[src/rtl/core/assert_macros.svh]
// assertion macros shared by the voxel face culling rtl
// no dependencies; the property forms compile to nothing when SYNTH is set
`ifndef ASSERT_MACROS_SVH
`define ASSERT_MACROS_SVH

`ifndef SYNTH

// property must hold at every clock edge out of reset
`define ASSERT_ALWAYS(lbl, clk, rst_n, prop, msg) \
    lbl: assert property (@(posedge clk) disable iff (!rst_n) (prop)) else $error(msg);

// consequent must hold in the same cycle as the antecedent
`define ASSERT_IMPLY(lbl, clk, rst_n, ante, cons, msg) \
    lbl: assert property (@(posedge clk) disable iff (!rst_n) (ante) |-> (cons)) else $error(msg);

`else

`define ASSERT_ALWAYS(lbl, clk, rst_n, prop, msg)
`define ASSERT_IMPLY(lbl, clk, rst_n, ante, cons, msg)

`endif

`endif

[src/rtl/core/vfc_pkg.sv]
// shared types and constants of the voxel face culling block
// no dependencies
`default_nettype none

package vfc_pkg;

    // default chunk dimensions
    localparam int SIZE_X_DEF = 16;
    localparam int SIZE_Y_DEF = 256;
    localparam int SIZE_Z_DEF = 16;

    // coordinate field widths
    localparam int X_W = 4;
    localparam int Y_W = 8;
    localparam int Z_W = 4;

    localparam int NUM_DIRS    = 6;
    localparam int DIR_W       = 3;
    localparam int QUEUE_DEPTH = 4;

    // request kinds
    localparam logic CMD_WRITE = 1'b0;
    localparam logic CMD_QUERY = 1'b1;

    // face directions
    localparam logic [DIR_W-1:0] DIR_PY = 3'd0;
    localparam logic [DIR_W-1:0] DIR_NY = 3'd1;
    localparam logic [DIR_W-1:0] DIR_PZ = 3'd2;
    localparam logic [DIR_W-1:0] DIR_NZ = 3'd3;
    localparam logic [DIR_W-1:0] DIR_PX = 3'd4;
    localparam logic [DIR_W-1:0] DIR_NX = 3'd5;

    // classified request as it travels through the queue
    typedef struct packed {
        logic                cmd;
        logic                in_chunk;
        logic [NUM_DIRS-1:0] nbr_in;
        logic [X_W-1:0]      x;
        logic [Y_W-1:0]      y;
        logic [Z_W-1:0]      z;
        logic                solid;
        logic                opaque;
    } t_item;

    // back end status
    typedef struct packed {
        logic idle;
        logic emit;
    } t_back_stat;

endpackage

`default_nettype wire

[src/rtl/core/vfc_front.sv]
// front end: takes requests and classifies them (chunk bounds, neighbours inside)
// depends on vfc_pkg
`default_nettype none

module vfc_front #(
    parameter int SIZE_X = vfc_pkg::SIZE_X_DEF,
    parameter int SIZE_Y = vfc_pkg::SIZE_Y_DEF,
    parameter int SIZE_Z = vfc_pkg::SIZE_Z_DEF
) (
    input  wire logic                   i_valid,
    input  wire logic                   i_cmd,
    input  wire logic [vfc_pkg::X_W-1:0] i_x,
    input  wire logic [vfc_pkg::Y_W-1:0] i_y,
    input  wire logic [vfc_pkg::Z_W-1:0] i_z,
    input  wire logic                   i_solid,
    input  wire logic                   i_opaque,
    input  wire logic                   i_q_full,
    output logic                        o_ready,
    output logic                        o_push,
    output vfc_pkg::t_item              o_item
);

    logic w_in_x;
    logic w_in_y;
    logic w_in_z;

    assign w_in_x = int'(i_x) < SIZE_X;
    assign w_in_y = int'(i_y) < SIZE_Y;
    assign w_in_z = int'(i_z) < SIZE_Z;

    assign o_ready = !i_q_full;
    assign o_push  = i_valid && !i_q_full;

    always_comb begin
        o_item          = '0;
        o_item.cmd      = i_cmd;
        o_item.in_chunk = w_in_x && w_in_y && w_in_z;
        o_item.x        = i_x;
        o_item.y        = i_y;
        o_item.z        = i_z;
        o_item.solid    = i_solid;
        o_item.opaque   = i_opaque;
        // below-zero neighbours fall outside the chunk
        o_item.nbr_in[vfc_pkg::DIR_PY] = (int'(i_y) + 1) < SIZE_Y;
        o_item.nbr_in[vfc_pkg::DIR_NY] = i_y != '0;
        o_item.nbr_in[vfc_pkg::DIR_PZ] = (int'(i_z) + 1) < SIZE_Z;
        o_item.nbr_in[vfc_pkg::DIR_NZ] = i_z != '0;
        o_item.nbr_in[vfc_pkg::DIR_PX] = (int'(i_x) + 1) < SIZE_X;
        o_item.nbr_in[vfc_pkg::DIR_NX] = i_x != '0;
    end

endmodule

`default_nettype wire

[config.mk]
export PLATFORM = sky130hd
export DESIGN_NAME = vfc_front
export DESIGN_NICKNAME = d
export VERILOG_FILES = /design/src/rtl/core/assert_macros.svh /design/src/rtl/core/vfc_pkg.sv /design/src/rtl/core/vfc_front.sv
export SDC_FILE = /design/constraint.sdc
export NUM_CORES = 1
export LEC_CHECK = 0
export BUFFER_PORTS_ARGS = -buffer_cell sky130_fd_sc_hd__buf_2
export CORE_AREA = 4 4 41 43
export DETAILED_ROUTE_END_ITERATION = 7
export DIE_AREA = 0 0 45 47
export PLACE_DENSITY = 0.6
export SYNTH_ARGS = -nofsm -noshare
export SYNTH_HDL_FRONTEND = slang
export SYNTH_SLANG_ARGS = --single-unit
[constraint.sdc]
create_clock -name vclk -period 0.8
set_clock_uncertainty 0.2 [all_clocks]
set_input_delay 0 -clock vclk [all_inputs]
set_output_delay 0 -clock vclk [all_outputs]
set_load 0.05 [all_outputs]
# After elaboration in Yosys (flattened, before gate mapping)
# Index checks and enable logic that the tools add are counted.
# classes
add_sub_neg	3
n_lt_le_gt_ge	3
reduce_logical	5
# ops
operator	count
32-bit by 6-bit less-than comparator with 1-bit output, second input constant	1
4-bit by 1-bit adder with 5-bit output, second input constant	2
8-bit by 1-bit adder with 9-bit output, second input constant	1
9-bit less-than comparator, second input constant	1
4-bit nonzero test	2
8-bit nonzero test	1
5-bit less-than comparator, second input constant	1
1-bit logical AND	1
1-bit zero test	1
# totals
ff_bits	0
in_bits	21
out_inout_bits	28
elab_cells	11

# Longest topological paths before layout
# logic_depth
depth_word	2
mapped_depth	2
ltp_nobuf	2

# Worst setup path after synthesis
# OpenSTA, ideal clock, no wires.
# synth_timing
path_type	input-to-output
start	in i_z[1] (netlist bit)
end	out o_item[21] (netlist bit)
arrival_time_ps	774
required_ps	600
slack_ps	-174
cell_stages	1
path_buffers	0
path_cell_list	or4_1
# synth_via
elab_chain_len	1
# synth_lines
item	line_no	text
from (decl)	vfc_front.sv:14	input wire logic [vfc_pkg::Z_W-1:0] i_z,
4-bit nonzero test	vfc_front.sv:47	o_item.nbr_in[vfc_pkg::DIR_NZ] = i_z != '0;
to (decl)	vfc_front.sv:20	output vfc_pkg::t_item o_item
# Every way passes these cells.

==> flow_summary.yaml <==
pwr:
  ir_drop_uv: 352
  internal_power_mw: 0.132
  power_switching_mw: 0.266
  p_clk_frac: 0
  seqPwrFrac: 0
  combPwrFrac: 1.000
  switching_share: 0.668
  leakage_nw: 0.242
  p_total_mw: 0.398
  p_per_area_nw_per_um2: 835
synthesis:
  syn_avg_cell_area_um2: 6.86
  postSynthCellCount: 33
  seq_area_frac_synth: 0
  synth-compound-area-share: 0
  yosys.area_share.adder: 0
  synth.distinct_cells: 9
  synth_simple_gate_area_frac: 0.304
  synth_area_um2: 226
  yosys_warnings: 0
  synthXorXnorAreaFrac: 0
  synth.top_cells.by_count: "20 x buf_4, 4 x nand4_1, 2 x nor4_1, 2 x or4_1"
  synth_top_cell_area_share: 0.663
  synth.top_cells.by_area: "buf_4 66%, nand4_1 11%, or4_1 6.6%, nor4_1 5.5%, nor2b_1 2.8%"
  synth.most_common_cell: "buf_4"
  synth_top_family_by_area: "buffers and inverters"
  syn_nets: 54
  synthMuxAreaShare: 0
  synth_top_cell_by_area: "buf_4"
die:
  die_area_um2: 2120
  die_h_um: 47
  core_um2: 1300
  ios: 49
  die_x_um: 45
  initial_core_util: 0.174
  rows: 13
worst_setup_path:
  end_kind: "output port"
  crit_chain: "buf_6 > or4_4 > buf_8"
  cpPeakStageDelay_ps: 530
  path_max_fanout: 2
  critPathArrivalTime_ps: 790
  cp_slowest_cell: "or4_4"
  critPathKind: "in2out"
  crit_path_start_kind: "primary input"
  required_ps: 600
min_path:
  hold_path.class: "in2out"
  min_path_cells: 0
global_routing:
  overflow: 0
  grt_max_degree: 4
  antenna_found_initial: 0
  grt_pass1_wl_um: 1420
  grtUsageTotal: 0.0865
  grt_pass1_vias: 315
cells_and_area:
  seq_area_um2: 0
  nNetsFinal: 81
  layout-drive-gt1-share: 0.879
  seq_cell_count: 0
  clockBufferCount: 0
  final_cells: 73
  utilization: 0.366
  antenna_cells: 0
  area_growth_pct: 110
  fillers: 152
detailed_routing:
  antenna_left: 0
  drt-initial-drc-count: 0
  drt-total-wl_um: 863
  dr.pass1.iters: 1
  vias: 304
  avgRoutedWirePerCell_um: 11.8
  route.detailed.drc: 0
  vias_per_cell: 4.16
outcome:
  failed_checks: "hold timing, setup timing"
  outcome: "finished with violations"
sta:
  fin_crit_ps: 987
  fmax_mhz: 1010
  hold_ws_ps: -200
  fin_crit_sh: 1.23
  fin_ws_ps: -187
  hold_viol: 3
  slew_violations: 0
  finalSetupViolations: 3
  rsz0062_at_grt: "yes"
placed_design:
  placed_cells: 71
  gp_congestion: 0.585
  hpwlAfterDp_um: 662
  port_buffers: 42
  pre_cts_slack_ps: -245
job:
  maxCapViolations: 0
## path summary, 6_finish.rpt
check	startpoint	end
hold / removal	i_opaque	o_item[0]
setup / recovery	i_z[3]	o_item[21]
## area by class of cell
class | count | area (µm²) | area share
Timing Repair Buffer | 45 | 348 | 0.730
Multi-Input combinational cell | 12 | 106 | 0.223
Tap cell | 15 | 18.8 | 0.0394
Inverter | 1 | 3.75 | 0.00787
## logic make-up after synthesis
kind of cell	after synthesis
AND/OR/NAND/NOR	11
other	1
buffers and inverters	21
## layer usage
layer	GRT usage	wire length [µm]	vias to the layer above
met1	0.0742	189	140
met3	0.00766	107	2
met5	0	0	-
met4	0.0117	2	0
met2	0.206	564	20
li1	-	-	142
## power by group through the flow
stage	logic, mW	registers, mW	clock network (mW)
after global routing	0.418	0	0
final	0.398	0	0
after floorplan	0.323	0	0
after global placement	0.331	0	0
after CTS	0.387	0	0
after detailed placement	0.335	0	0
## per-stage QoR
stage / TNS, ps / instance area [µm²]
2_1_floorplan: -55.7 / 236
3_3_place_gp: -647 / 323
3_5_place_dp: -680 / 323
4_1_cts: -399 / 455
5_1_grt: -461 / 477
6_report: -390 / 477
## worst max-delay path, delay by kind of cell
kind | cells | cell delay (ps)
and+or+nand+nor | 1 | 530
buffers and inverters | 2 | 260
## cell usage in the layout (no fill, tap or decap)
master,netlist,routed
buf_2,0,26
buf_6,0,10
buf_8,0,5
nand4_1,4,4
buf_4,20,4
or4_4,0,2
inv_1,1,1
nor2b_2,0,1
nor4_4,0,1
nor4_2,0,1
nand2_1,1,1
or2_4,0,1
conb_1,1,1
## what timing repair did
| item | in CTS | in global routing |
|---|---|---|
| hold endpoints to repair | 3 | 3 |
| resized for setup | 26 | 4 |
| buffers inserted | 1 | 1 |
| pin swaps | 7 | 5 |
| endpoints found under the setup margin | 4 | 4 |
Power figures use the tool's default switching activity.
