### src/rtl/core/assert_macros.svh
// assertion macros shared by the voxel face culling rtl
// no dependencies; the property forms compile to nothing when SYNTH is set
`ifndef ASSERT_MACROS_SVH
`define ASSERT_MACROS_SVH

`ifndef SYNTH

// property must hold at every clock edge out of reset
`define ASSERT_ALWAYS(lbl, clk, rst_n, prop, msg) \
    lbl: assert property (@(posedge clk) disable iff (!rst_n) (prop)) else $error(msg);

// consequent must hold in the same cycle as the antecedent
`define ASSERT_IMPLY(lbl, clk, rst_n, ante, cons, msg) \
    lbl: assert property (@(posedge clk) disable iff (!rst_n) (ante) |-> (cons)) else $error(msg);

`else

`define ASSERT_ALWAYS(lbl, clk, rst_n, prop, msg)
`define ASSERT_IMPLY(lbl, clk, rst_n, ante, cons, msg)

`endif

`endif

### src/rtl/core/vfc_pkg.sv
// shared types and constants of the voxel face culling block
// no dependencies
`default_nettype none

package vfc_pkg;

    // default chunk dimensions
    localparam int SIZE_X_DEF = 16;
    localparam int SIZE_Y_DEF = 256;
    localparam int SIZE_Z_DEF = 16;

    // coordinate field widths
    localparam int X_W = 4;
    localparam int Y_W = 8;
    localparam int Z_W = 4;

    localparam int NUM_DIRS    = 6;
    localparam int DIR_W       = 3;
    localparam int QUEUE_DEPTH = 4;

    // request kinds
    localparam logic CMD_WRITE = 1'b0;
    localparam logic CMD_QUERY = 1'b1;

    // face directions
    localparam logic [DIR_W-1:0] DIR_PY = 3'd0;
    localparam logic [DIR_W-1:0] DIR_NY = 3'd1;
    localparam logic [DIR_W-1:0] DIR_PZ = 3'd2;
    localparam logic [DIR_W-1:0] DIR_NZ = 3'd3;
    localparam logic [DIR_W-1:0] DIR_PX = 3'd4;
    localparam logic [DIR_W-1:0] DIR_NX = 3'd5;

    // classified request as it travels through the queue
    typedef struct packed {
        logic                cmd;
        logic                in_chunk;
        logic [NUM_DIRS-1:0] nbr_in;
        logic [X_W-1:0]      x;
        logic [Y_W-1:0]      y;
        logic [Z_W-1:0]      z;
        logic                solid;
        logic                opaque;
    } t_item;

    // back end status
    typedef struct packed {
        logic idle;
        logic emit;
    } t_back_stat;

endpackage

`default_nettype wire

### src/rtl/core/vfc_queue.sv
// short request queue between front and back end
// depends on vfc_pkg
`default_nettype none

module vfc_queue #(
    parameter int DEPTH = vfc_pkg::QUEUE_DEPTH
) (
    input  wire logic           i_clk,
    input  wire logic           i_rst_n,
    input  wire logic           i_push,
    input  wire vfc_pkg::t_item i_item,
    input  wire logic           i_pop,
    output vfc_pkg::t_item      o_item,
    output logic                o_empty,
    output logic                o_full
);

    localparam int PW = (DEPTH > 1) ? $clog2(DEPTH) : 1;
    localparam int CW = $clog2(DEPTH + 1);

    vfc_pkg::t_item r_buf [DEPTH];
    logic [PW-1:0]  r_wr_ptr;
    logic [PW-1:0]  r_rd_ptr;
    logic [CW-1:0]  r_count;
    logic [PW-1:0]  n_wr_ptr;
    logic [PW-1:0]  n_rd_ptr;
    logic [CW-1:0]  n_count;

    assign o_empty = r_count == '0;
    assign o_full  = r_count == CW'(DEPTH);
    assign o_item  = r_buf[r_rd_ptr];

    always_comb begin
        n_wr_ptr = r_wr_ptr;
        n_rd_ptr = r_rd_ptr;
        n_count  = r_count;
        if (i_push) begin
            n_wr_ptr = (r_wr_ptr == PW'(DEPTH - 1)) ? '0 : PW'(r_wr_ptr + 1'b1);
        end
        if (i_pop) begin
            n_rd_ptr = (r_rd_ptr == PW'(DEPTH - 1)) ? '0 : PW'(r_rd_ptr + 1'b1);
        end
        if (i_push && !i_pop) begin
            n_count = CW'(r_count + 1'b1);
        end else if (i_pop && !i_push) begin
            n_count = CW'(r_count - 1'b1);
        end
    end

    always_ff @(posedge i_clk) begin
        if (!i_rst_n) begin
            r_wr_ptr <= '0;
            r_rd_ptr <= '0;
            r_count  <= '0;
        end else begin
            r_wr_ptr <= n_wr_ptr;
            r_rd_ptr <= n_rd_ptr;
            r_count  <= n_count;
        end
    end

    always_ff @(posedge i_clk) begin
        if (i_push) begin
            r_buf[r_wr_ptr] <= i_item;
        end
    end

endmodule

`default_nettype wire

### config.mk
export PLATFORM = sky130hd
export DESIGN_NAME = vfc_queue
export DESIGN_NICKNAME = d
export VERILOG_FILES = /design/src/rtl/core/assert_macros.svh /design/src/rtl/core/vfc_pkg.sv /design/src/rtl/core/vfc_queue.sv
export SDC_FILE = /design/constraint.sdc
export NUM_CORES = 1
export LEC_CHECK = 0
export ABC_AREA = 0
export BUFFER_PORTS_ARGS = -buffer_cell sky130_fd_sc_hd__clkbuf_2
export CORE_ASPECT_RATIO = 1.5
export CORE_UTILIZATION = 50
export DETAILED_ROUTE_END_ITERATION = 10
export GPL_TIMING_DRIVEN = 0
export PLACE_DENSITY = 0.71
export SYNTH_ARGS = -nofsm -noshare
export SYNTH_HDL_FRONTEND = slang
export SYNTH_SLANG_ARGS = --single-unit
### constraint.sdc
create_clock -name i_clk -period 3.9 [get_ports i_clk]
set_clock_uncertainty 0.1 [all_clocks]
set_input_delay 0.78 -clock i_clk [delete_from_list [all_inputs] [get_ports i_clk]]
set_output_delay 0.78 -clock i_clk [all_outputs]
set_load 0.02 [all_outputs]
### Word-level counts from Yosys, hierarchy flattened

Memory sizes are Yosys's and may differ from the RTL's. A register that Yosys moved wholly into a read port is not among the register bits.
Index checks and enable logic that the tools add are counted.

| operators by class | value |
|---|---|
| reduce and logical (&&, ||, !) cells | 6 |
| eq/ne operators | 3 |
| mux-type cells | 8 |
| add/subtract/negate cells | 4 |

Operators by type and width:

| cell | number |
|---|---|
| two-way mux 2 bit | 4 |
| two-way mux 3 bit | 2 |
| adder 2 x 1 -> 2 bit, second input constant | 2 |
| equality test 2 bit, second input constant | 2 |
| adder 3 x 1 -> 3 bit, second input constant | 1 |
| equality test 3 bit, second input constant | 1 |
| logical NOT 3 bit | 1 |
| subtractor 3 x 1 -> 3 bit, second input constant | 1 |
| logical AND 1 bit | 2 |
| logical NOT 1 bit | 2 |
| two-way mux 1 bit | 2 |
| nonzero test 2 bit | 1 |

| word-level totals | value |
|---|---|
| bits of input ports | 30 |
| memories kept | 1 |
| RAM bits | 104 |
| flip-flop bits (word level) | 7 |
| word-level logic and storage cells | 25 |

Memories:

| memory | depth | width | rd ports | clocked after Yosys merged registers in | wr ports | line | RTL |
|---|---|---|---|---|---|---|---|
| r_buf | 4 | 26 | 1 | 1 | 1 | vfc_queue.sv:21 | `vfc_pkg::t_item r_buf [DEPTH];` |

### Depth between registers and ports, before layout

Gate-level depths: netlist of run 1.

| depth | value |
|---|---|
| word-level depth | 4 |
| mapped depth | 7 |

### Worst setup path after synthesis of run 1

Ideal clock, no wire load.

| timing path | value |
|---|---|
| path type | input port to flip-flop |
| start point | input i_pop |
| end point | register r_count[2] |
| library setup time | 0.076 ns |
| slack | 1.741 ns |
| cell stages on the path | 7 |
| data required time | 3.724 ns |
| path buffers | 0 |
| arrival time | 1.984 ns |
| cells stage by stage | inv_1 > ha_1 > inv_1 > fa_1 > xor2_1 > or3_1 > a21boi_0 |

| between the ends | value |
|---|---|
| word-level cells in the longest chain between the ends | 3 |
| elaborated cells between the ends (all ways) | 5 |
| those cells by class | mux: 1; reduce/logical: 4 |

RTL lines:

| element | line | RTL |
|---|---|---|
| start: declaration | vfc_queue.sv:12 | `input wire logic i_pop,` |
| logical NOT 1 bit | vfc_queue.sv:43 | `if (i_push && !i_pop) begin` |
| logical AND 1 bit | vfc_queue.sv:43 |  |
| two-way mux 3 bit / nonzero test 2 bit (equally long branches) | n/a |  |
| end signal: assignment | vfc_queue.sv:58 | `r_count <= n_count;` |
| end: declaration | vfc_queue.sv:24 | `logic [CW-1:0] r_count;` |

Parallel ways exist; a longest one is shown, timed or not.
A chain may end at the register's enable or synchronous reset.

==> flow_results.xml, run 1 <==
<?xml version="1.0" encoding="UTF-8"?>
<metrics>
  <group name="status">
    <metric name="run_status" unit="">completed</metric>
  </group>
  <group name="sta">
    <metric name="max_clock_freq" unit="MHz">374.4</metric>
    <metric name="hold_violations" unit="">0</metric>
    <metric name="worst_setup_slack_final" unit="ns">1.229</metric>
    <metric name="worst_slew_pin_slew" unit="ns">1.345</metric>
    <metric name="totalNegativeSetupSlack" unit="ns">0</metric>
    <metric name="timing_max_transition_violations_final" unit="">0</metric>
    <metric name="final.period_utilization" unit="%">68.49</metric>
    <metric name="grt_setup_unrepaired" unit="">false</metric>
    <metric name="maxSlewHeadroom" unit="%">10.33</metric>
    <metric name="final.min_clock_period" unit="ns">2.671</metric>
    <metric name="setup_viol_count_final" unit="">0</metric>
  </group>
  <group name="floorplanning">
    <metric name="total_number_of_placement_rows" unit="">40</metric>
    <metric name="die_area" unit="mm^2">0.008891</metric>
    <metric name="top_level_ports" unit="">58</metric>
    <metric name="area_of_the_core" unit="mm^2">0.008108</metric>
    <metric name="die_x" unit="um">77.33</metric>
    <metric name="initial_utilization" unit="%">52.48</metric>
    <metric name="dieHeight" unit="um">115.0</metric>
  </group>
  <group name="final_layout">
    <metric name="mostFrequentLayoutCell" unit="">sky130_fd_sc_hd__edfxtp_1</metric>
    <metric name="final_core_util" unit="%">65.42</metric>
    <metric name="antenna-diode-count" unit="">0</metric>
    <metric name="fin_nets" unit="">293</metric>
    <metric name="final_cell_area" unit="mm^2">0.005304</metric>
    <metric name="seqCellArea" unit="mm^2">0.003303</metric>
    <metric name="fill_cells" unit="">579</metric>
    <metric name="syn_to_final_growth" unit="%">24.64</metric>
    <metric name="final_layout_size_suffix_gt1_share" unit="%">43.12</metric>
    <metric name="multi_input_comb_area" unit="um^2">873.3</metric>
    <metric name="most_used_cells_in_the_layout_excluding_fill_and_tap_cells" unit="">104 x sky130_fd_sc_hd__edfxtp_1, 58 x sky130_fd_sc_hd__clkbuf_2, 20 x sky130_fd_sc_hd__mux4_2, 17 x sky130_fd_sc_hd__clkbuf_16, 9 x sky130_fd_sc_hd__dfxtp_1</metric>
  </group>
  <group name="synthesis">
    <metric name="area_fraction_in_and_or_nand_and_nor_cells_after_synthesis" unit="%">2.117</metric>
    <metric name="synth_top_family_by_area" unit="">multiplexers</metric>
    <metric name="area_fraction_in_compound_gates_after_synthesis" unit="%">0.4704</metric>
    <metric name="synth_top_cell_by_area" unit="">sky130_fd_sc_hd__edfxtp_1</metric>
    <metric name="yosysTopAreaCellShare" unit="%">73.39</metric>
    <metric name="ys_dominant_reg_cell" unit="">sky130_fd_sc_hd__edfxtp_1</metric>
    <metric name="synth.net_count" unit="">217</metric>
    <metric name="synth-seq-cells" unit="">113</metric>
    <metric name="top_area_cells_in_the_synthesized_netlist" unit="">sky130_fd_sc_hd__edfxtp_1 73%, sky130_fd_sc_hd__mux4_2 11%, sky130_fd_sc_hd__dfxtp_1 4.2%</metric>
    <metric name="post_synthesis_instance_area" unit="mm^2">0.004255</metric>
    <metric name="synth_cell_types" unit="">23</metric>
    <metric name="synth_edf_count" unit="">104</metric>
    <metric name="synthXorXnorAreaFrac" unit="%">0.4116</metric>
    <metric name="yosys-mux-area-fraction" unit="%">15.23</metric>
    <metric name="syn_avg_cell_area" unit="um^2">23.64</metric>
    <metric name="part_of_the_yosys_area_used_for_sequential_elements" unit="%">77.62</metric>
    <metric name="synthesis.instances" unit="">180</metric>
    <metric name="asyncSetResetFlopFracSynth" unit="%">0</metric>
    <metric name="yosys.area_share.adder" unit="%">2.235</metric>
    <metric name="yosys_warnings" unit="">0</metric>
  </group>
  <group name="global_routing">
    <metric name="grt_first_pass_wirelength" unit="um">10960</metric>
    <metric name="grt_pass1_vias" unit="">2106</metric>
    <metric name="grt_max_degree" unit="">27</metric>
    <metric name="grt.total_usage" unit="%">17.92</metric>
    <metric name="grt_antenna_before_repair" unit="">0</metric>
    <metric name="grt_overflow" unit="">0</metric>
  </group>
  <group name="placed_design">
    <metric name="dpl_cell_area" unit="mm^2">0.004672</metric>
    <metric name="portBuffers" unit="">57</metric>
    <metric name="place.detailed.hpwl" unit="um">4279</metric>
    <metric name="preCtsSetupSlack" unit="ns">1.280</metric>
    <metric name="routabilityCongestion" unit="">0.6943</metric>
  </group>
  <group name="clock_tree">
    <metric name="clock_path_buffers" unit="">2</metric>
    <metric name="insertion_delay" unit="ns">0.40</metric>
    <metric name="path_clk_slew" unit="ns">0.05</metric>
    <metric name="holdBufCountCts" unit="">0</metric>
    <metric name="cts-resized-gates" unit="">0</metric>
    <metric name="level_count_of_the_clock_h_tree" unit="">4</metric>
    <metric name="clock-sinks" unit="">113</metric>
    <metric name="cts.repair_timing.setup_buffer_count" unit="">0</metric>
    <metric name="cts_buffers" unit="">17</metric>
    <metric name="clk_root_buffer_cell" unit="">sky130_fd_sc_hd__clkbuf_16</metric>
    <metric name="cts_tree" unit="">yes</metric>
  </group>
  <group name="critical_path">
    <metric name="critical_path.n_buffers_inverters" unit="">3</metric>
    <metric name="cells_traversed_along_the_worst_timing_path" unit="">clkbuf_2 &gt; buf_2 &gt; mux4_2 &gt; clkbuf_2</metric>
    <metric name="timing.rr.start" unit="">r_wr_ptr[0]$_SDFFE_PN0P_</metric>
    <metric name="worstReg2RegEnd" unit="">r_buf[2][4]$_DFFE_PP_</metric>
    <metric name="timing_worst_setup_path_type" unit="">flop to output pin</metric>
    <metric name="required" unit="ns">3.02</metric>
    <metric name="worst-path-max-fanout" unit="">10</metric>
    <metric name="r2r_setup_slack" unit="ns">1.80</metric>
    <metric name="critical-path-top-delay-family" unit="">buffers and inverters</metric>
    <metric name="critical_path.max_stage_delay" unit="ns">0.38</metric>
    <metric name="critPathArrivalTime" unit="ns">1.79</metric>
    <metric name="setup.worst_path.end_class" unit="">output pin</metric>
    <metric name="startpoint_type" unit="">flop</metric>
    <metric name="crit_top_cell" unit="">sky130_fd_sc_hd__clkbuf_2</metric>
    <metric name="timing.critical_path.slowest_stage_cell" unit="">sky130_fd_sc_hd__mux4_2</metric>
    <metric name="worstRegToRegCells" unit="">3</metric>
  </group>
  <group name="worst_hold_path">
    <metric name="holdCritPathClass" unit="">flop to flop</metric>
    <metric name="worst_hold_path.num_cells" unit="">2</metric>
    <metric name="min_to" unit="">r_count[2]$_SDFFE_PN0P_</metric>
    <metric name="hp-start" unit="">r_count[2]$_SDFFE_PN0P_</metric>
  </group>
  <group name="routing">
    <metric name="avg_vias_per_cell" unit="">5.230</metric>
    <metric name="dr.first_iter.drc_count" unit="">119</metric>
    <metric name="totalWireLength" unit="um">7129</metric>
    <metric name="firstDrtPassIters" unit="">4</metric>
    <metric name="routed_wire_length_per_instance" unit="um">19.06</metric>
    <metric name="detail-route-antenna-nets" unit="">0</metric>
    <metric name="drcViolationCount" unit="">0</metric>
    <metric name="vias" unit="">1956</metric>
  </group>
  <group name="power_and_ir_drop">
    <metric name="leakagePower" unit="nW">1.921</metric>
    <metric name="power.ir.vdd_worst" unit="uV">398.9</metric>
    <metric name="power.total" unit="mW">3.273</metric>
    <metric name="cellPowerDensity" unit="mW/mm^2">617.1</metric>
  </group>
  <group name="job">
    <metric name="timing.max_cap.violations" unit="">0</metric>
  </group>
</metrics>
-- sequential cells by signal (all words and copies together), names as in the netlist, named ones only --
signal    flops
r_buf       104
r_rd_ptr      2
r_wr_ptr      2
r_count       3
-- tightest hold or removal path: cells and delay by family, from the launching register on --
kind,cells,cell delay [ns]
AO/OA/AOI/OAI,2,0.14
flip-flops,1,0.32
-- metrics by stage --
stage	hold WS [ns]	cells
after floorplan	0.3724	180
after global placement	0.3996	342
after detailed placement	0.3976	342
after CTS	0.4046	374
after global routing	0.4387	374
final	0.4040	374
-- logic make-up after synthesis --
logic type               Yosys count
AND/OR/NAND/NOR                   15
buffers and inverters             10
XOR/XNOR                           2
adder cells (fa/ha/maj)            7
multiplexers                      30
AO/OA/AOI/OAI                      3
flip-flops                       113
-- power breakdown --
part	internal [mW]	switching (mW)	total, mW
Combinational	0.115	0.158	0.274
Sequential	1.39	0.0214	1.41
Clock	1.11	0.478	1.59
Total	2.62	0.657	3.27
-- worst max-delay path by stage --
stage,startpoint,end,slack (ns),depth (start not counted)
2_1_floorplan,i_pop,r_count[2]$_SDFFE_PN0P_,1.74,7
3_3_place_gp,i_push,r_buf[1][16]$_DFFE_PP_,1.30,2
3_5_place_dp,i_push,r_buf[1][0]$_DFFE_PP_,1.28,2
4_1_cts,flop,o_item[1],1.16,4
5_1_grt,flop,o_item[1],1.11,4
6_report,flop,o_item[1],1.23,4
-- cell type report --
cell class              instances  share of cell area (%)
plain buffers                   6                   1.250
clock buffers                  21                   8.870
clock inverters                11                   2.996
inverters                       4                  0.2831
multi-input cells              57                   16.47
flip-flops and latches        113                   62.28
well taps                     105                   2.477
repair buffers                 57                   5.379
-- layer usage --
metal	GRT usage, %	vias up	share of wire, %
met5	0	-	0
met4	7.925	0	0.83
met3	7.222	7	4.9
met2	31.80	52	57
met1	18.54	994	38
li1	-	903	-
-- cell usage after synthesis, drive strengths merged, types with 2 or more instances --
cell	instances
nor3	2
mux2i	4
and2	5
ha	6
buf	5
edfxtp	104
nor2b	5
mux4	26
inv	4
dfxtp	9
Power figures use the tool's default switching activity.
==> run 2, diff against run 1 <==
--- a/config.mk
+++ b/config.mk
@@ -5,13 +5,13 @@
 export SDC_FILE = /design/constraint.sdc
 export NUM_CORES = 1
 export LEC_CHECK = 0
-export ABC_AREA = 0
+export ABC_AREA = 1
 export BUFFER_PORTS_ARGS = -buffer_cell sky130_fd_sc_hd__clkbuf_2
 export CORE_ASPECT_RATIO = 1.5
 export CORE_UTILIZATION = 50
 export DETAILED_ROUTE_END_ITERATION = 10
 export GPL_TIMING_DRIVEN = 0
-export PLACE_DENSITY = 0.71
+export PLACE_DENSITY = 0.74
 export SYNTH_ARGS = -nofsm -noshare
 export SYNTH_HDL_FRONTEND = slang
 export SYNTH_SLANG_ARGS = --single-unit
==> constraint.sdc (replaced) <==
create_clock -name i_clk -period 2.35 [get_ports i_clk]
set_clock_uncertainty 0.1 [all_clocks]
set_input_delay 0.47 -clock i_clk [delete_from_list [all_inputs] [get_ports i_clk]]
set_output_delay 0.47 -clock i_clk [all_outputs]
set_load 0.02 [all_outputs]
==> flow_results.xml, run 2 <==
<?xml version="1.0" encoding="UTF-8"?>
<metrics>
  <group name="synthesis">
    <metric name="yosys_warnings" unit="">0</metric>
    <metric name="synth_common_cells" unit="">104 x sky130_fd_sc_hd__edfxtp_1, 60 x sky130_fd_sc_hd__nor2_1, 33 x sky130_fd_sc_hd__o21ai_0</metric>
    <metric name="synth_edf_count" unit="">104</metric>
    <metric name="syn_avg_cell_area" unit="um^2">13.95</metric>
    <metric name="area_fraction_in_compound_gates_after_synthesis" unit="%">10.47</metric>
    <metric name="asyncSetResetFlopFracSynth" unit="%">0</metric>
    <metric name="synth_top_cell_by_area" unit="">sky130_fd_sc_hd__edfxtp_1</metric>
    <metric name="synthXorXnorAreaFrac" unit="%">0.2025</metric>
    <metric name="synth_cell_types" unit="">20</metric>
    <metric name="post-synth-top-count-cell" unit="">sky130_fd_sc_hd__edfxtp_1</metric>
    <metric name="yosysTopAreaCellShare" unit="%">72.20</metric>
    <metric name="top_area_cells_in_the_synthesized_netlist" unit="">sky130_fd_sc_hd__edfxtp_1 72%, sky130_fd_sc_hd__nor2_1 5.2%, sky130_fd_sc_hd__dfxtp_1 4.2%</metric>
    <metric name="ys_dominant_reg_cell" unit="">sky130_fd_sc_hd__edfxtp_1</metric>
    <metric name="synth.net_count" unit="">347</metric>
    <metric name="synth_top_family_by_area" unit="">compound AO/OA/AOI/OAI gates</metric>
    <metric name="synthesis.instances" unit="">310</metric>
    <metric name="yosys.area_share.adder" unit="%">2.198</metric>
    <metric name="post_synthesis_instance_area" unit="mm^2">0.004325</metric>
    <metric name="yosys-mux-area-fraction" unit="%">0</metric>
    <metric name="synth-seq-cells" unit="">113</metric>
    <metric name="part_of_the_yosys_area_used_for_sequential_elements" unit="%">76.37</metric>
    <metric name="area_fraction_in_and_or_nand_and_nor_cells_after_synthesis" unit="%">6.624</metric>
  </group>
  <group name="critical_path">
    <metric name="critical_path.max_stage_delay" unit="ns">0.51</metric>
    <metric name="worstRegToRegCells" unit="">4</metric>
    <metric name="cells_traversed_along_the_worst_timing_path" unit="">buf_4 &gt; o21ai_0 &gt; o22ai_1 &gt; clkbuf_2</metric>
    <metric name="critPathArrivalTime" unit="ns">1.70</metric>
    <metric name="timing_worst_setup_path_type" unit="">flop to output pin</metric>
    <metric name="timing.rr.start" unit="">r_wr_ptr[1]$_SDFFE_PN0P_</metric>
    <metric name="required" unit="ns">1.78</metric>
    <metric name="critical_path.n_buffers_inverters" unit="">2</metric>
    <metric name="endpoint" unit="">o_item[11]</metric>
    <metric name="cp.depth" unit="">4</metric>
    <metric name="worst-path-max-fanout" unit="">10</metric>
    <metric name="r2r_setup_slack" unit="ns">0.34</metric>
    <metric name="timing.critical_path.slowest_stage_cell" unit="">sky130_fd_sc_hd__dfxtp_1</metric>
    <metric name="worstReg2RegEnd" unit="">r_buf[1][10]$_DFFE_PP_</metric>
    <metric name="setup.worst_path.end_class" unit="">output pin</metric>
    <metric name="critical-path-top-delay-family" unit="">flip-flops</metric>
    <metric name="startpoint_type" unit="">flop</metric>
  </group>
  <group name="final_layout">
    <metric name="final_layout_size_suffix_gt1_share" unit="%">24.06</metric>
    <metric name="syn_to_final_growth" unit="%">22.13</metric>
    <metric name="mostFrequentLayoutCell" unit="">sky130_fd_sc_hd__edfxtp_1</metric>
    <metric name="finalNonFillerCells" unit="">506</metric>
    <metric name="layout_top_registers" unit="">r_buf x104, r_count x3</metric>
    <metric name="most_used_cells_in_the_layout_excluding_fill_and_tap_cells" unit="">104 x sky130_fd_sc_hd__edfxtp_1, 60 x sky130_fd_sc_hd__nor2_1, 57 x sky130_fd_sc_hd__clkbuf_2, 33 x sky130_fd_sc_hd__o21ai_0, 26 x sky130_fd_sc_hd__o22ai_1</metric>
    <metric name="antenna-diode-count" unit="">0</metric>
    <metric name="fill_cells" unit="">655</metric>
    <metric name="regMostFlops" unit="">r_buf</metric>
    <metric name="final_core_util" unit="%">62.79</metric>
    <metric name="fin_nets" unit="">423</metric>
    <metric name="seqCellArea" unit="mm^2">0.003303</metric>
    <metric name="multi_input_comb_area" unit="um^2">843.3</metric>
    <metric name="final_cell_area" unit="mm^2">0.005283</metric>
    <metric name="largest_register_ffs" unit="">104</metric>
  </group>
  <group name="clock_tree">
    <metric name="cts.repair_timing.setup_buffer_count" unit="">0</metric>
    <metric name="holdBufCountCts" unit="">0</metric>
    <metric name="cts_tree" unit="">yes</metric>
    <metric name="path_clk_slew" unit="ns">0.05</metric>
    <metric name="clk_root_buffer_cell" unit="">sky130_fd_sc_hd__clkbuf_16</metric>
    <metric name="clock_path_buffers" unit="">2</metric>
    <metric name="cts-resized-gates" unit="">0</metric>
    <metric name="level_count_of_the_clock_h_tree" unit="">4</metric>
    <metric name="insertion_delay" unit="ns">0.40</metric>
    <metric name="clock-sinks" unit="">113</metric>
    <metric name="cts_buffers" unit="">17</metric>
  </group>
  <group name="power_and_ir_drop">
    <metric name="power.total" unit="mW">5.169</metric>
    <metric name="combinational_cell_fraction_of_total_power" unit="%">10.1</metric>
    <metric name="pwr-share-seq" unit="%">45.2</metric>
    <metric name="power.switching_fraction" unit="%">22.58</metric>
    <metric name="p_sw" unit="mW">1.167</metric>
    <metric name="cellPowerDensity" unit="mW/mm^2">978.4</metric>
    <metric name="power.ir.vdd_worst" unit="uV">573.2</metric>
    <metric name="leakagePower" unit="nW">2.002</metric>
    <metric name="clock_power_share" unit="%">44.8</metric>
    <metric name="internal_power" unit="mW">4.001</metric>
  </group>
  <group name="floorplanning">
    <metric name="dieHeight" unit="um">115.9</metric>
    <metric name="area_of_the_core" unit="mm^2">0.008413</metric>
    <metric name="die_area" unit="mm^2">0.009034</metric>
    <metric name="top_level_ports" unit="">58</metric>
    <metric name="die_x" unit="um">77.94</metric>
    <metric name="initial_utilization" unit="%">51.41</metric>
    <metric name="total_number_of_placement_rows" unit="">41</metric>
  </group>
  <group name="sta">
    <metric name="hold_violations" unit="">0</metric>
    <metric name="worst_slew_pin_slew" unit="ns">1.202</metric>
    <metric name="setup_viol_count_final" unit="">0</metric>
    <metric name="totalNegativeSetupSlack" unit="ns">0</metric>
    <metric name="grt_setup_unrepaired" unit="">false</metric>
    <metric name="maxSlewHeadroom" unit="%">19.77</metric>
    <metric name="timing_max_transition_violations_final" unit="">0</metric>
    <metric name="max_clock_freq" unit="MHz">440.3</metric>
    <metric name="final.min_clock_period" unit="ns">2.271</metric>
    <metric name="final.period_utilization" unit="%">96.65</metric>
  </group>
  <group name="routing">
    <metric name="avg_vias_per_cell" unit="">5.318</metric>
    <metric name="drcViolationCount" unit="">0</metric>
    <metric name="firstDrtPassIters" unit="">5</metric>
    <metric name="totalWireLength" unit="um">8602</metric>
    <metric name="dr.first_iter.drc_count" unit="">121</metric>
    <metric name="routed_wire_length_per_instance" unit="um">17.00</metric>
    <metric name="detail-route-antenna-nets" unit="">0</metric>
    <metric name="vias" unit="">2691</metric>
  </group>
  <group name="global_routing">
    <metric name="grt_overflow" unit="">0</metric>
    <metric name="grt_max_degree" unit="">27</metric>
    <metric name="grt_first_pass_wirelength" unit="um">12710</metric>
    <metric name="grt_pass1_vias" unit="">2575</metric>
    <metric name="grt_antenna_before_repair" unit="">0</metric>
    <metric name="grt.total_usage" unit="%">20.14</metric>
  </group>
  <group name="placed_design">
    <metric name="dpl.cell_count" unit="">474</metric>
    <metric name="dpl_cell_area" unit="mm^2">0.004745</metric>
    <metric name="place.detailed.hpwl" unit="um">5183</metric>
    <metric name="portBuffers" unit="">57</metric>
    <metric name="routabilityCongestion" unit="">0.7229</metric>
  </group>
  <group name="worst_hold_path">
    <metric name="holdCritPathClass" unit="">primary input to flop</metric>
  </group>
  <group name="job">
    <metric name="timing.max_cap.violations" unit="">0</metric>
  </group>
  <group name="status">
    <metric name="run_status" unit="">completed</metric>
  </group>
</metrics>
[run 2: cell count changes in the layout (fill, tap and decap cells not counted), sizes merged, moves of 3 or more]
cell / previous run / this run
nor2b: 5 / 0
mux4: 26 / 0
nand2: 0 / 8
buf: 5 / 15
mux2i: 4 / 0
nor2: 1 / 60
inv: 4 / 16
a21oi: 0 / 3
o22ai: 0 / 26
and2: 5 / 0
o21ai: 1 / 55
[run 2: worst min-delay path by stage]
stage / startpoint / endpoint / slack, ns / depth (start not counted)
4_1_cts: i_item[13] / r_buf[1][13]$_DFFE_PP_ / 0.17 / 1
6_report: i_item[25] / r_buf[1][25]$_DFFE_PP_ / 0.18 / 1
2_1_floorplan: r_wr_ptr[1]$_SDFFE_PN0P_ / r_wr_ptr[1]$_SDFFE_PN0P_ / 0.39 / 2
3_3_place_gp: r_wr_ptr[1]$_SDFFE_PN0P_ / r_wr_ptr[1]$_SDFFE_PN0P_ / 0.41 / 2
5_1_grt: i_item[13] / r_buf[0][13]$_DFFE_PP_ / 0.17 / 1
3_5_place_dp: r_count[1]$_SDFFE_PN0P_ / r_count[1]$_SDFFE_PN0P_ / 0.44 / 2
[run 2: stage by stage]
| step | hold WS, ns | worst slack (ns) |
|---|---|---|
| 6_report | 0.1771 | 0.07862 |
| 5_1_grt | 0.1700 | 0.01154 |
| 4_1_cts | 0.1709 | 0.09735 |
| 3_5_place_dp | 0.4410 | 0.2464 |
| 3_3_place_gp | 0.4126 | 0.2800 |
| 2_1_floorplan | 0.3897 | 0.7294 |
[run 2: final cells by class]
type / instances / share of cell area [%]
sequential: 113 / 62.53
multi-input combinational: 166 / 15.96
clock buffer: 23 / 8.479
timing repair buffer: 57 / 5.400
tap: 107 / 2.534
buffer: 15 / 2.203
clock inverter: 9 / 1.705
inverter: 16 / 1.184
[run 2: cell families (layout without fill, tap and decap cells)]
family          Yosys count  in the layout
buf+inv                  31            120
fa+ha+maj                 7              7
simple gates             74             74
flops                   113            113
xor+xnor                  1              1
compound gates           84             84
[run 2: metal layers]
metal  vias to the layer above  share of wire (%)  track usage [%]
li1                       1297                  -                -
met1                      1305                 39            21.35
met5                         -                  0                0
met2                        76                 55            36.87
met4                         0                2.0            9.630
met3                        13                4.2            5.591
[run 2: power groups by stage]
| stage | registers (mW) | clock network [mW] | logic, mW |
|---|---|---|---|
| global route | 2.34 | 2.44 | 0.567 |
| detailed placement | 2.37 | 0 | 0.524 |
| floorplan | 2.36 | 0 | 0.331 |
| CTS | 2.34 | 2.33 | 0.527 |
| global placement | 2.37 | 0 | 0.508 |
| finish | 2.34 | 2.31 | 0.520 |
==> run 3, diff against run 2 <==
--- a/config.mk
+++ b/config.mk
@@ -12,6 +12,7 @@
 export DETAILED_ROUTE_END_ITERATION = 10
 export GPL_TIMING_DRIVEN = 0
 export PLACE_DENSITY = 0.74
+export RECOVER_POWER = 100
 export SYNTH_ARGS = -nofsm -noshare
 export SYNTH_HDL_FRONTEND = slang
 export SYNTH_SLANG_ARGS = --single-unit
==> flow_results.xml, run 3 (synthesized netlist as in run 2, its figures left out) <==
<?xml version="1.0" encoding="UTF-8"?>
<metrics>
  <group name="global_routing">
    <metric name="grt_antenna_before_repair" unit="">0</metric>
    <metric name="grt_max_degree" unit="">27</metric>
    <metric name="grt_pass1_vias" unit="">2575</metric>
    <metric name="grt_use_met2" unit="%">36.87</metric>
    <metric name="grt_overflow" unit="">0</metric>
    <metric name="grt_use_met3" unit="%">5.591</metric>
    <metric name="grt.total_usage" unit="%">20.14</metric>
    <metric name="gr-usage-met1" unit="%">21.35</metric>
    <metric name="grt_first_pass_wirelength" unit="um">12710</metric>
    <metric name="grt.busiest_layer" unit="">met2</metric>
  </group>
  <group name="critical_path">
    <metric name="timing_worst_setup_path_type" unit="">flop to output pin</metric>
    <metric name="critPathArrivalTime" unit="ns">1.70</metric>
    <metric name="required" unit="ns">1.78</metric>
    <metric name="cells_traversed_along_the_worst_timing_path" unit="">inv_2 &gt; buf_4 &gt; o21ai_0 &gt; o22ai_1 &gt; clkbuf_2</metric>
    <metric name="setup.worst_path.end_class" unit="">output pin</metric>
    <metric name="worst-path-max-fanout" unit="">10</metric>
    <metric name="timing.critical_path.slowest_stage_cell" unit="">sky130_fd_sc_hd__dfxtp_1</metric>
    <metric name="worstRegToRegCells" unit="">3</metric>
    <metric name="startpoint_type" unit="">flop</metric>
    <metric name="critical_path.max_stage_delay" unit="ns">0.40</metric>
  </group>
  <group name="sta">
    <metric name="maxSlewHeadroom" unit="%">21.16</metric>
    <metric name="grt_setup_unrepaired" unit="">false</metric>
    <metric name="setup_viol_count_final" unit="">0</metric>
    <metric name="worst_slew_pin_slew" unit="ns">1.181</metric>
    <metric name="hold_violations" unit="">0</metric>
    <metric name="totalNegativeSetupSlack" unit="ns">0</metric>
    <metric name="max_clock_freq" unit="MHz">441.4</metric>
    <metric name="worst_setup_slack_final" unit="ns">0.08441</metric>
    <metric name="final.period_utilization" unit="%">96.41</metric>
    <metric name="timing_max_transition_violations_final" unit="">0</metric>
    <metric name="final.min_clock_period" unit="ns">2.266</metric>
  </group>
  <group name="final_layout">
    <metric name="largest_register_ffs" unit="">104</metric>
    <metric name="regMostFlops" unit="">r_buf</metric>
    <metric name="mostFrequentLayoutCell" unit="">sky130_fd_sc_hd__edfxtp_1</metric>
    <metric name="most_used_cells_in_the_layout_excluding_fill_and_tap_cells" unit="">104 x sky130_fd_sc_hd__edfxtp_1, 60 x sky130_fd_sc_hd__nor2_1, 47 x sky130_fd_sc_hd__clkbuf_1, 34 x sky130_fd_sc_hd__o21ai_0, 26 x sky130_fd_sc_hd__o22ai_1</metric>
    <metric name="antenna-diode-count" unit="">0</metric>
    <metric name="fill_cells" unit="">668</metric>
    <metric name="syn_to_final_growth" unit="%">20.86</metric>
    <metric name="fin_nets" unit="">423</metric>
    <metric name="final_layout_size_suffix_gt1_share" unit="%">13.78</metric>
    <metric name="layout_top_registers" unit="">r_buf x104, r_count x3</metric>
  </group>
  <group name="power_and_ir_drop">
    <metric name="leakagePower" unit="nW">1.878</metric>
    <metric name="power.ir.vdd_worst" unit="uV">565.9</metric>
    <metric name="cellPowerDensity" unit="mW/mm^2">984.4</metric>
  </group>
  <group name="clock_tree">
    <metric name="cts_buffers" unit="">17</metric>
    <metric name="level_count_of_the_clock_h_tree" unit="">4</metric>
    <metric name="clock-sinks" unit="">113</metric>
    <metric name="cts_tree" unit="">yes</metric>
    <metric name="cts-resized-gates" unit="">0</metric>
    <metric name="insertion_delay" unit="ns">0.40</metric>
    <metric name="cts.repair_timing.setup_buffer_count" unit="">0</metric>
    <metric name="holdBufCountCts" unit="">0</metric>
    <metric name="path_clk_slew" unit="ns">0.05</metric>
    <metric name="clock_path_buffers" unit="">2</metric>
    <metric name="clk_root_buffer_cell" unit="">sky130_fd_sc_hd__clkbuf_16</metric>
  </group>
  <group name="placed_design">
    <metric name="portBuffers" unit="">57</metric>
    <metric name="preCtsSetupSlack" unit="ns">0.2464</metric>
    <metric name="routabilityCongestion" unit="">0.7229</metric>
    <metric name="place.detailed.hpwl" unit="um">5183</metric>
  </group>
  <group name="status">
    <metric name="run_status" unit="">completed</metric>
  </group>
  <group name="floorplanning">
    <metric name="die_x" unit="um">77.94</metric>
    <metric name="dieHeight" unit="um">115.9</metric>
    <metric name="area_of_the_core" unit="mm^2">0.008413</metric>
    <metric name="top_level_ports" unit="">58</metric>
    <metric name="initial_utilization" unit="%">51.41</metric>
    <metric name="die_area" unit="mm^2">0.009034</metric>
    <metric name="total_number_of_placement_rows" unit="">41</metric>
  </group>
  <group name="routing">
    <metric name="totalWireLength" unit="um">8564</metric>
    <metric name="avg_vias_per_cell" unit="">5.322</metric>
    <metric name="drcViolationCount" unit="">0</metric>
    <metric name="vias" unit="">2693</metric>
    <metric name="firstDrtPassIters" unit="">5</metric>
    <metric name="detail-route-antenna-nets" unit="">0</metric>
    <metric name="routed_wire_length_per_instance" unit="um">16.92</metric>
    <metric name="dr.first_iter.drc_count" unit="">142</metric>
  </group>
  <group name="worst_hold_path">
    <metric name="worst_hold_path.num_cells" unit="">1</metric>
    <metric name="holdCritPathClass" unit="">primary input to flop</metric>
  </group>
  <group name="job">
    <metric name="timing.max_cap.violations" unit="">0</metric>
  </group>
</metrics>
run 3: routing by layer:
layer	vias up	routed length [um]
li1	1294	-
met1	1310	3350
met2	78	4698
met3	11	379
met4	0	135
met5	-	0
run 3: final cells by class:
cell class | instances | area [um^2] | area share, %
Buffer | 15 | 112.6 | 2.154
Clock buffer | 23 | 447.9 | 8.569
Clock inverter | 9 | 90.09 | 1.723
Inverter | 16 | 62.56 | 1.197
Multi-Input combinational cell | 166 | 843.3 | 16.13
Sequential cell | 113 | 3303 | 63.19
Tap cell | 107 | 133.9 | 2.561
Timing Repair Buffer | 57 | 234.0 | 4.476
run 3: where the power goes:
group          total [mW]  switching [mW]  internal, mW  leakage (nW)
clock network        2.31           0.777          1.53         0.263
registers            2.34          0.0350          2.30          1.03
logic               0.502           0.349         0.153         0.585
total                5.15            1.16          3.99          1.88
run 3: final timing paths:
kind                            slack (ns)                      from                     end
worst max-delay path                  0.08                      flop              o_item[11]
worst min-delay path                  0.23                i_item[25]  r_buf[1][25]$_DFFE_PP_
worst min register to register        0.45  r_rd_ptr[1]$_SDFFE_PN0P_                    flop
worst max register to register        0.35  r_wr_ptr[0]$_SDFFE_PN0P_  r_buf[3][14]$_DFFE_PP_
run 3: critical path: cells and delay by family (launching register included):
| family | cells | cell delay (ns) |
|---|---|---|
| buffers and inverters | 3 | 0.58 |
| flip-flops | 1 | 0.40 |
| AO/OA/AOI/OAI | 2 | 0.30 |
run 3: stage by stage:
stage	total power, mW	std cells	area (um^2)	utilization (%)	hold slack, ns
final	5.146	506	5228	62.14	0.2273
after global routing	5.329	506	5228	62.14	0.2127
after CTS	5.190	506	5283	62.79	0.1709
after detailed placement	2.897	474	4745	56.39	0.4410
after global placement	2.876	474	4745	56.39	0.4126
after floorplan	2.693	310	4325	-	0.3897
